<file path="src/gss_mem.sv">
// Simple one-write one-read synchronous memory with registered read data.
// Depends on nothing.
module gss_mem #(
   parameter int DEPTH = 64,
   parameter int AW    = 6
) (
   input  logic               clock,
   input  logic               wr_en,
   input  logic [AW-1:0]      wr_addr,
   input  logic signed [31:0] wr_data,
   input  logic [AW-1:0]      rd_addr,
   output logic signed [31:0] rd_data
);
   logic signed [31:0] mem [DEPTH];

   always_ff @(posedge clock) begin
      if (wr_en) begin
         mem[wr_addr] <= wr_data;
      end
      rd_data <= mem[rd_addr];
   end
endmodule

</file>
<file path="config.mk">
export PLATFORM = sky130hd
export DESIGN_NAME = gss_mem
export DESIGN_NICKNAME = d
export VERILOG_FILES = /design/src/gss_mem.sv
export SDC_FILE = /design/constraint.sdc
export NUM_CORES = 2
export LEC_CHECK = 0
export BUFFER_PORTS_ARGS = -buffer_cell sky130_fd_sc_hd__buf_4
export CORE_ASPECT_RATIO = 1.75
export CORE_MARGIN = 4
export CORE_UTILIZATION = 35
export DETAILED_ROUTE_END_ITERATION = 6
export PLACE_DENSITY_LB_ADDON = 0.3
export SLEW_MARGIN = 10
export SYNTH_ARGS = -nofsm -noshare
export SYNTH_HDL_FRONTEND = slang
export SYNTH_SLANG_ARGS = --single-unit
</file>
<file path="constraint.sdc">
create_clock -name clock -period 6.7 [get_ports clock]
set_input_delay 1.675 -clock clock [delete_from_list [all_inputs] [get_ports clock]]
set_output_delay 1.675 -clock clock [all_outputs]
set_load 0.05 [all_outputs]
</file>
==> key figures <==
Outcome
  • Status: complete, no violations

Placed design
  • IO buf count: between 70 and 80
  • Hpwl dp: 128,600 um
  • Worst slack at placement: 1522 ps
  • # placed instances: 6,243
  • Post-DP Area: around 0.084 sq mm
  • Placer congestion estimate: 0.8205

STA
  • Final Hold Fails: 0
  • Slew margin rel.: between 7 and 8%
  • Final slew viol count: 0
  • Final worst path period share: roughly two thirds
  • Worst Tran Pin Value: 1385 ps
  • Max Clock Freq: 0.2298 GHz
  • Final WS setup: around 2300 ps
  • Final min period: about 4400 ps
  • RSZ-0062 raised after global routing: false
  • Hold Slack: ~750 ps
  • Skew final: 44.77 ps
  • # setup viols final: 0
  • Final TNS setup: 0 ps

Cells and area
  • Most frequent cells in the layout: edfxtp_1, mux4_2, buf_4, clkbuf_16, mux2i_1
  • Share of layout cells above drive strength 1: between 20% and 30%
  • Multi-input gate area: roughly 0.016 sq mm
  • Final Cell Area: ~0.090 sq mm
  • Post-Layout Cell Count: about 6,600
  • Number of fill cells: about 19,000
  • Register area: around 0.062 sq mm
  • Synth-to-Final Area Change: 14.22%
  • Most common cell after layout, fill and taps aside: edfxtp_1
  • Layout Nets: 3,593

Clocking
  • H-tree Lvls: 4
  • CTS tree: yes
  • Clock sinks: between 2,000 and 2,500
  • TritonCTS buffer count: 189
  • Skew-Pair Late Insertion Delay: 830 ps
  • Clk slew on worst S/H paths: 70 ps
  • Hold Buf Count CTS: 0
  • # Post-CTS Setup Buffers: 0
  • Bufs on Longest Clock Path: 4
  • Post-CTS Resized: 0
  • Root Buffer: clkbuf_16

Min path
  • Min-delay src: mem[13][20]
  • WHS Endpoint: rd_data[20]
  • Hold WC Path Type: flop to flop
  • Hold path cells: 4

Setup path
  • Setup CP Type: input port to flop
  • CP startpoint kind: input port
  • RR Endpoint: rd_data[11]
  • Crit path max-delay cell type: a21oi_1
  • Req. time, crit path: roughly 7400 ps
  • Largest driver fanout on the critical path: 48
  • Arr. time, crit path: 5100 ps
  • Most frequent CP cell: a21oi_1
  • Crit-path cells: buf_6 > buf_4 > nand3b_1 > o221ai_1 > a21oi_1 > a21oi_1 > nor2_1
  • R2R cell count: 5
  • R2R Setup Slk: between 4000 and 5000 ps
  • Worst reg2reg path startpoint: mem[38][11]
  • Critical Path Max Stage Delay: roughly 940 ps
  • Critical Path Sink Type: flop

Synth
  • FF+latch count, synth: 2,080
  • Syn nets: 3,370
  • Synth Flop Type: edfxtp_1
  • Syn Area/Cell: roughly 24 sq um
  • Number of synthesized flops with an enable pin: between 2,000 and 2,500
  • Register area share after synthesis: 79.14%
  • Async set-reset flop share out of synthesis: 0%
  • Post-synthesis cell count: ~3,300
  • Post-Syn Area: 0.07852 sq mm
  • Post-synthesis cell type count: 34
  • YS warnings: 0

Pwr
  • Cell area power density: 300.2 mW/mm^2
  • P_leak: 0.02752 uW
  • Worst VDD drop: approximately 0.18 mV

Floorplan
  • CORE AREA: approximately 0.22 sq mm
  • Die Y: between 600 and 700 um
  • Total die area: around 0.23 sq mm
  • Initial Utilization: 35.22%
  • Count of boundary I/O pins: ~80
  • Num rows: 229
  • Die X: about 370 um

Drt
  • Drt pass-1 iters: 7
  • WL final: 219,500 um
  • ANT nets after route: 0
  • Drt via density: ~5.6
  • Iter 0 DRT Violations: ~4,100
  • Via count: 36,580
  • WL/cell: between 30 and 40 um
  • DRC: 0

GRT
  • Number of global-route vias before repair: between 30,000 and 40,000
  • GRT Residual Overflow: 0
  • Antenna violations before repair: 20
  • Overall Global Routing Usage: between 10% and 20%
  • First-pass GRT wire length: 304,400 um
  • Pin count of the biggest net entering global routing: 73

Job
  • Max cap viols: 0
-- stage by stage --
stage / utilization, % / total power [uW]
finish: 40.23 / 26920
global route: 40.22 / 27680
CTS: 40.22 / 27170
detailed placement: 37.47 / 16330
global placement: 37.47 / 16310
floorplan: - / 15510
-- cell usage after synthesis, drive strengths merged (2+ instances only) --
master,number,area (sq um)
a22oi,12,90.09
nand4,2,12.51
nor2b,15,93.84
and2,2,12.51
nor3,7,35.03
mux2i,93,930.9
dfxtp,32,640.6
a21oi,62,310.3
o221ai,27,236.5
buf,108,608.1
o22ai,84,525.5
clkbuf,74,277.8
nor2,137,514.2
a41o,4,40.04
edfxtp,2048,61500
or3b,5,43.80
nand3b,5,37.54
o32ai,4,35.03
mux4,544,12250
a311oi,8,70.07
nand2b,8,50.05
nand2,26,97.59
or3,3,18.77
or2,3,18.78
nand3,5,25.02
and3,4,25.02
-- how the worst max path moves through the flow --
stage	to	slack (ps)	cells past startpoint	from
floorplan	mem[48][0]	1870	4	wr_addr[3]
global placement	rd_data[30]	1460	8	rd_addr[0]
detailed placement	rd_data[11]	1520	8	rd_addr[0]
CTS	rd_data[11]	2410	8	rd_addr[0]
global route	rd_data[11]	2340	8	rd_addr[0]
finish	rd_data[11]	2350	7	rd_addr[3]
-- flip-flops by register name (all words and copies together) (netlist names) --
name	cells
mem	2048
rd_data	32
-- cells by family after synthesis --
kind of cell    synth area share [%]
simple gates                   1.265
compound gates                 1.673
flops                          79.14
buf+inv                        1.128
mux                            16.79
-- report_power, final --
group / leakage, uW / internal, uW / switching (uW)
Sequential: 0.0187 / 14400 / 66.5
Combinational: 0.00581 / 508 / 1030
Clock: 0.00301 / 6200 / 4720
Total: 0.0275 / 21100 / 5820
-- critical path: cells and delay by family --
kind | cells | cell delay [ps]
buffers and inverters | 2 | 920
and+or+nand+nor | 2 | 740
AOI/OAI and AO/OA | 3 | 1640
-- final cells by class --
type,count,area share [%]
Antenna cell,7,0.01953
Clock buffer,246,5.742
Clock inverter,89,1.099
Multi-Input combinational cell,1062,17.81
Sequential cell,2080,69.29
Tap cell,2887,4.028
Timing Repair Buffer,214,2.016
-- metal layers --
metal  part of all wire, %  track usage, %  routed length (um)  vias to the layer above
met3                   5.6           2.416               12330                      360
li1                      -               -                   -                    14710
met2                    53           33.65              116100                     1345
met1                    36           22.03               79020                    20160
met5                 0.034               0                  75                        -
met4                   5.5           8.969               11980                       14
Note: power is estimated with default switching activity, not from simulation.
